**config.mk**
```make
export PLATFORM = sky130hd
export DESIGN_NAME = signed_int_to_decimal_ascii
export DESIGN_NICKNAME = d
export VERILOG_FILES = /design/src/rtl/sida_pkg.sv /design/src/rtl/sida_dabble.sv /design/src/rtl/signed_int_to_decimal_ascii.sv
export SDC_FILE = /design/constraint.sdc
export NUM_CORES = 1
export LEC_CHECK = 0
export ABC_AREA = 1
export ABC_CLOCK_PERIOD_IN_PS = 8750
export BUFFER_PORTS_ARGS = -buffer_cell sky130_fd_sc_hd__buf_2
export CORE_UTILIZATION = 60
export CTS_CLUSTER_DIAMETER = 150
export DETAILED_ROUTE_END_ITERATION = 16
export HOLD_SLACK_MARGIN = 0.15
export PLACE_DENSITY = 0.85
export REMOVE_ABC_BUFFERS = 1
export SETUP_SLACK_MARGIN = 0.15
export SLEW_MARGIN = 10
export SYNTH_ARGS = -nofsm -noshare
export SYNTH_HDL_FRONTEND = slang
export SYNTH_SLANG_ARGS = --single-unit
```
**constraint.sdc**
```tcl
create_clock -name clk -period 8.75 [get_ports clk]
set_input_delay 1.75 -clock clk [delete_from_list [all_inputs] [get_ports clk]]
set_output_delay 1.75 -clock clk [all_outputs]
set_load 0.01 [all_outputs]
```
**src/rtl/sida_pkg.sv**
```systemverilog
// Shared constants, state type and elaboration helpers for the decimal text converter.
package sida_pkg;

	localparam int VALUE_BITS_DEF = 32;

	localparam logic [7:0] CH_ZERO  = 8'd48;
	localparam logic [7:0] CH_MINUS = 8'd45;

	typedef enum logic [1:0] {
		ST_IDLE,
		ST_CONV,
		ST_SKIP,
		ST_EMIT
	} sida_state_t;

	// Number of decimal digits in 2^(bits-1), the largest magnitude to print.
	function automatic int decimal_digits(input int bits);
		longint unsigned p;
		longint unsigned lim;
		int n;
		p   = 64'd1;
		lim = 64'd1 << (bits - 1);
		n   = 0;
		while (p <= lim && n < 20) begin
			p = p * 64'd10;
			n = n + 1;
		end
		return n;
	endfunction

endpackage

```
**src/rtl/sida_dabble.sv**
```systemverilog
// One shift-and-add-3 step of the binary to packed BCD conversion.
module sida_dabble #(
	parameter int DIGITS = 10
) (
	input  logic [DIGITS*4-1:0] bcd,
	input  logic                bit_in,
	output logic [DIGITS*4-1:0] bcd_next
);

	logic [DIGITS*4-1:0] adj;

	// Every digit of five or more gets three added so the shift carries correctly.
	for (genvar d = 0; d < DIGITS; d++) begin : g_digit
		assign adj[d*4 +: 4] = (bcd[d*4 +: 4] >= 4'd5) ? bcd[d*4 +: 4] + 4'd3
			: bcd[d*4 +: 4];
	end

	assign bcd_next = {adj[DIGITS*4-2:0], bit_in};

endmodule

```
**src/rtl/signed_int_to_decimal_ascii.sv**
```systemverilog
// Top level: signed integer in, decimal ASCII characters out, one character per beat.
//
// Each input beat carries one signed two's-complement integer of VALUE_BITS bits
// in the low bits of s_tdata. The block answers with the decimal text of that
// integer as a run of output beats, one ASCII character each, most significant
// digit first: a '-' leads the run for a negative value, leading zeros are
// dropped so that zero prints as a single '0', and m_tlast is high on the final
// digit. The most negative value prints as '-' followed by its full unsigned
// magnitude. Conversion uses a single shift-and-add-3 unit that handles one
// magnitude bit per cycle; leading zeros are then shifted out one digit at a
// time, and the characters follow while the output side keeps taking beats.
// s_tready is high only while the block is idle; the output character sits in
// its own register, so the next integer may be accepted while the final
// character of the previous run still waits for the consumer. Nothing is kept
// between integers.
module signed_int_to_decimal_ascii #(
	parameter int VALUE_BITS = sida_pkg::VALUE_BITS_DEF
) (
	input  logic                              clk,
	input  logic                              arst_n,
	// Input stream.
	input  logic                              s_tvalid,
	output logic                              s_tready,
	input  logic [((VALUE_BITS+7)/8)*8-1:0]   s_tdata,  // value [VALUE_BITS-1:0], zero padded
	// Output stream.
	output logic                              m_tvalid,
	input  logic                              m_tready,
	output logic [7:0]                        m_tdata,  // character [7:0]
	output logic                              m_tlast   // last character of the run
);

	import sida_pkg::*;

	localparam int DIGITS = decimal_digits(VALUE_BITS);
	localparam int BCD_W  = DIGITS * 4;
	localparam int CNT_W  = $clog2(VALUE_BITS + 1);
	localparam int REM_W  = $clog2(DIGITS + 1);

	sida_state_t state_q, state_nx;

	logic [VALUE_BITS-1:0] mag_q;
	logic [BCD_W-1:0]      bcd_q;
	logic [BCD_W-1:0]      bcd_step;
	logic [CNT_W-1:0]      cnt_q;
	logic [REM_W-1:0]      rem_q;
	logic                  neg_q;

	logic                  out_valid_q;
	logic [7:0]            out_char_q;
	logic                  out_last_q;

	logic [VALUE_BITS-1:0] raw;
	logic [3:0]            top_digit;
	logic                  accept;
	logic                  out_free;
	logic                  emit_go;

	assign raw       = s_tdata[VALUE_BITS-1:0];
	assign top_digit = bcd_q[BCD_W-1 -: 4];
	assign accept    = s_tvalid && s_tready;
	// The output register may be refilled when it is empty or drained this cycle.
	assign out_free  = !out_valid_q || m_tready;

	sida_dabble #(
		.DIGITS(DIGITS)
	) u_dabble (
		.bcd     (bcd_q),
		.bit_in  (mag_q[VALUE_BITS-1]),
		.bcd_next(bcd_step)
	);

	// Next-state logic of the sequencer.
	always_comb begin
		state_nx = state_q;
		unique case (state_q)
			ST_IDLE: begin
				if (s_tvalid) begin
					state_nx = ST_CONV;
				end
			end
			ST_CONV: begin
				if (cnt_q == CNT_W'(1)) begin
					state_nx = ST_SKIP;
				end
			end
			ST_SKIP: begin
				// Stop skipping at the first non-zero digit, or at the units digit.
				if (top_digit != 4'd0 || rem_q == REM_W'(1)) begin
					state_nx = ST_EMIT;
				end
			end
			ST_EMIT: begin
				if (out_free && !neg_q && rem_q == REM_W'(1)) begin
					state_nx = ST_IDLE;
				end
			end
			default: state_nx = ST_IDLE;
		endcase
	end

	// Handshake and emit decisions of the sequencer.
	always_comb begin
		s_tready = 1'b0;
		emit_go  = 1'b0;
		unique case (state_q)
			ST_IDLE: s_tready = 1'b1;
			ST_EMIT: emit_go  = out_free;
			default: begin
				s_tready = 1'b0;
				emit_go  = 1'b0;
			end
		endcase
	end

	always_ff @(posedge clk or negedge arst_n) begin
		if (!arst_n) begin
			state_q     <= ST_IDLE;
			out_valid_q <= 1'b0;
		end else begin
			state_q <= state_nx;
			if (emit_go) begin
				out_valid_q <= 1'b1;
			end else if (m_tready) begin
				out_valid_q <= 1'b0;
			end
		end
	end

	// Datapath registers; their contents only matter under the sequencer's control.
	always_ff @(posedge clk) begin
		unique case (state_q)
			ST_IDLE: begin
				if (accept) begin
					neg_q <= raw[VALUE_BITS-1];
					mag_q <= raw[VALUE_BITS-1] ? VALUE_BITS'(~raw + 1'b1) : raw;
					bcd_q <= '0;
					cnt_q <= CNT_W'(VALUE_BITS);
				end
			end
			ST_CONV: begin
				bcd_q <= bcd_step;
				mag_q <= {mag_q[VALUE_BITS-2:0], 1'b0};
				cnt_q <= cnt_q - CNT_W'(1);
				rem_q <= REM_W'(DIGITS);
			end
			ST_SKIP: begin
				if (top_digit == 4'd0 && rem_q != REM_W'(1)) begin
					bcd_q <= {bcd_q[BCD_W-5:0], 4'd0};
					rem_q <= rem_q - REM_W'(1);
				end
			end
			ST_EMIT: begin
				if (emit_go) begin
					if (neg_q) begin
						neg_q <= 1'b0;
					end else begin
						bcd_q <= {bcd_q[BCD_W-5:0], 4'd0};
						rem_q <= rem_q - REM_W'(1);
					end
				end
			end
			default: begin
				bcd_q <= bcd_q;
			end
		endcase
	end

	// Output character register.
	always_ff @(posedge clk) begin
		if (emit_go) begin
			if (neg_q) begin
				out_char_q <= CH_MINUS;
				out_last_q <= 1'b0;
			end else begin
				out_char_q <= CH_ZERO + {4'd0, top_digit};
				out_last_q <= (rem_q == REM_W'(1));
			end
		end
	end

	assign m_tvalid = out_valid_q;
	assign m_tdata  = out_char_q;
	assign m_tlast  = out_last_q;

	// An accepted integer always starts conversion in the next cycle.
	a_accept_starts: assert property (@(posedge clk) disable iff (!arst_n)
		accept |=> state_q == ST_CONV)
		else $error("accepted beat did not start conversion");

	// Only digits or the minus sign ever leave the block.
	a_char_range: assert property (@(posedge clk) disable iff (!arst_n)
		m_tvalid |-> (m_tdata == CH_MINUS) ||
			(m_tdata >= CH_ZERO && m_tdata <= CH_ZERO + 8'd9))
		else $error("output character is not a digit or minus sign");

	// A run never ends on the minus sign.
	a_last_is_digit: assert property (@(posedge clk) disable iff (!arst_n)
		(m_tvalid && m_tlast) |-> m_tdata != CH_MINUS)
		else $error("run ended on the minus sign");

	// The digit count never runs out while digits are still being skipped or sent.
	a_rem_live: assert property (@(posedge clk) disable iff (!arst_n)
		(state_q == ST_SKIP || state_q == ST_EMIT) |-> rem_q != '0)
		else $error("digit count exhausted during output");

endmodule

```
==> metrics.txt <==
Via Count=4902; initial antenna violation count=0; layer with the highest usage=met2; pre-CTS setup slack=5.25 ns; worst hold margin=0.530 ns; slew margin rel.=23.0%; Detailed Route WL=12000 um; setup repair bufs after CTS=0; fmax=319 MHz; CP required=8.73 ns; Logic pwr share=45.1%; Layout area overhead=7.72%; Distinct cells, synth=37; post-synthesis cell area=5920 um^2; Worst Setup End Kind=flop; iteration count of the initial detailed-routing pass=5; CTS tree=yes; RSZ-0062 raised after global routing=no; core area=9420 um^2; clock latency on the worst-skew pair=0.36 ns; Final WS setup=5.61 ns; switching share of power=43.4%; vias in the first global route=4519; Setup CP Type=in2reg; Slew Limit Fails=0; PortBufs=43; GRT Total Usage=24.6%; P_leak=2.75 nW; Max IR drop VDD=0.201 mV; Final ANT Viol Nets=0; setup TNS=0 ns; FF+latch count, synth=92; worst-case clock buffer depth=2; M2 GR Usage=41.5%; Routability Congestion=0.950; via/cell ratio=5.56; final critical-path required period=3.14 ns; count of final setup violators=0; Root Buffer=clkbuf_8; DIE AREA=10300 um^2; Reg power frac=43.5%; met3 usage in global routing=3.59%; outcome=completed; post-route clock period utilization=35.9%; I/O pins=47; n_diodes=0; pwr/cell area=353 nW/um^2; cell taking the most area after synthesis=edfxtp_1; GRT overflow=0; Syn Area/Cell=8.34 um^2; Critical Path Start Type=input port; Cells after DPL=865; HPWL Detailed=8630 um; P_int=0.00127 W; Worst Path Arrival=3.12 ns; most frequent cells in the layout=nand2_1 (143), nor2_1 (107), edfxtp_1 (89); PostCTS Resize Cnt=0; Chip Height=101 um; Worst-Margin Slew=1.15 ns; first-pass GRT wire length=20000 um; post-synthesis cell count=710; yosys warns=0; sequential share of the synthesized area=46.4%; 1st-iter DRT viols=272; Hold Path Class=reg2reg; worst-path maximum fanout=40; final hold violations=0; clock net sink count=92; most common cell after layout, fill and taps aside=nand2_1; met1 Use GR=32.6%; Synth area leaders=edfxtp_1 (45%), nand2_1 (9.1%), nor2_1 (6.8%); clock slew at the register clock pins of the worst setup and hold paths=0.09 ns; layout cells sized above 1=12.4%; Yosys top cell area share=45.2%; Initial Utilization=62.9%; final core utilization=67.7%; DR WL/cell=13.6 um; Async SR Flop Fraction=3.26%; fin nets=814; H-tree Lvls=3; CTS Buf Count=9; NetSw=0.000975 W; largest net degree at the start of global routing=44; Post-Layout Cell Count=881; Post-synth EDFFs=89; worst clock skew=0.0143 ns; DRC viols=0; die width=101 um; max-cap violations=0; Clk pwr share=11.4%; row cnt=35; ys flop type=edfxtp_1; Post-CTS Hold Buffers=0
area by class of cell:
class | count | area (um^2)
Inverter | 93 | 349
Multi-Input combinational cell | 505 | 2710
Fill cell | 729 | 3040
Clock buffer | 11 | 131
Tap cell | 129 | 161
Clock inverter | 5 | 37.5
Sequential cell | 92 | 2750
Timing Repair Buffer | 46 | 238
worst paths after layout:
kind                                        startpoint                     end  slack (ns)  cells after the start
worst max-delay path                          m_tready     bcd_q[20]$_DFFE_PP_        5.61                      5
min in group asynchronous                       arst_n  state_q[1]$_DFFE_PN0P_        1.16                      1
max in group asynchronous                       arst_n    m_tvalid$_DFFE_PN0P_        7.48                      1
worst min register to register     mag_q[25]$_DFFE_PP_     mag_q[26]$_DFFE_PP_        0.53                      2
worst max register to register  state_q[1]$_DFFE_PN0P_      bcd_q[7]$_DFFE_PP_        5.93                      8
worst min-delay path               mag_q[25]$_DFFE_PP_     mag_q[26]$_DFFE_PP_        0.53                      2
synthesized netlist by cell type (6+ instances only):
| master | instances |
|---|---|
| edfxtp_1 | 89 |
| buf_2 | 8 |
| o21ai_0 | 52 |
| ha_1 | 31 |
| inv_1 | 87 |
| nand3_1 | 51 |
| nand2_1 | 143 |
| inv_2 | 6 |
| o22ai_2 | 8 |
| o211ai_1 | 9 |
| xor2_1 | 9 |
| nand4_1 | 7 |
| nor2_1 | 108 |
| a21oi_1 | 34 |
| o21ai_1 | 10 |
| o32ai_1 | 11 |
routing by layer:
metal / vias up / part of all wire, %
met4: 0 / 1.2
met3: 11 / 6.3
li1: 2459 / -
met5: - / 0
met1: 2239 / 46
met2: 193 / 47
sequential cells by signal, summed over array words and instances (netlist names):
signal	cells
bcd_q	40
mag_q	32
cnt_q	6
m_tdata	5
rem_q	4
state_q	2
m_tlast	1
m_tvalid	1
neg_q	1
cell families (layout without fill, tap and decap cells):
logic type,count (synthesis),count (layout),synth area share (%)
xor gates and xnor gates,10,10,1.48
AOI/OAI and AO/OA,134,134,14.1
other,2,3,0.127
and+or+nand+nor,327,327,23.1
DFF,92,92,46.4
adders and majority gates,31,31,6.55
buffers and inverters,114,155,8.16
critical path: stages:
cell and delay (ns):
buf_2 0.07, or2_2 0.11, nand2_1 0.07, a22o_1 0.25
nor2_4 0.84
per-stage QoR:
step / total power (W) / instance area [um^2]
4_1_cts: 0.00225 / 6370
3_3_place_gp: 0.00193 / 6210
6_report: 0.00225 / 6370
5_1_grt: 0.00243 / 6370
3_5_place_dp: 0.00199 / 6210
2_1_floorplan: 0.00171 / 5790
power groups by stage:
| stage | clock network (W) | logic [W] | registers (W) |
|---|---|---|---|
| 2_1_floorplan | 0 | 0.000748 | 0.000960 |
| 5_1_grt | 0.000273 | 0.00115 | 0.00100 |
| 4_1_cts | 0.000259 | 0.00101 | 0.000977 |
| 3_3_place_gp | 0 | 0.000956 | 0.000969 |
| 6_report | 0.000257 | 0.00101 | 0.000978 |
| 3_5_place_dp | 0 | 0.00101 | 0.000986 |
Power figures use the tool's default switching activity.
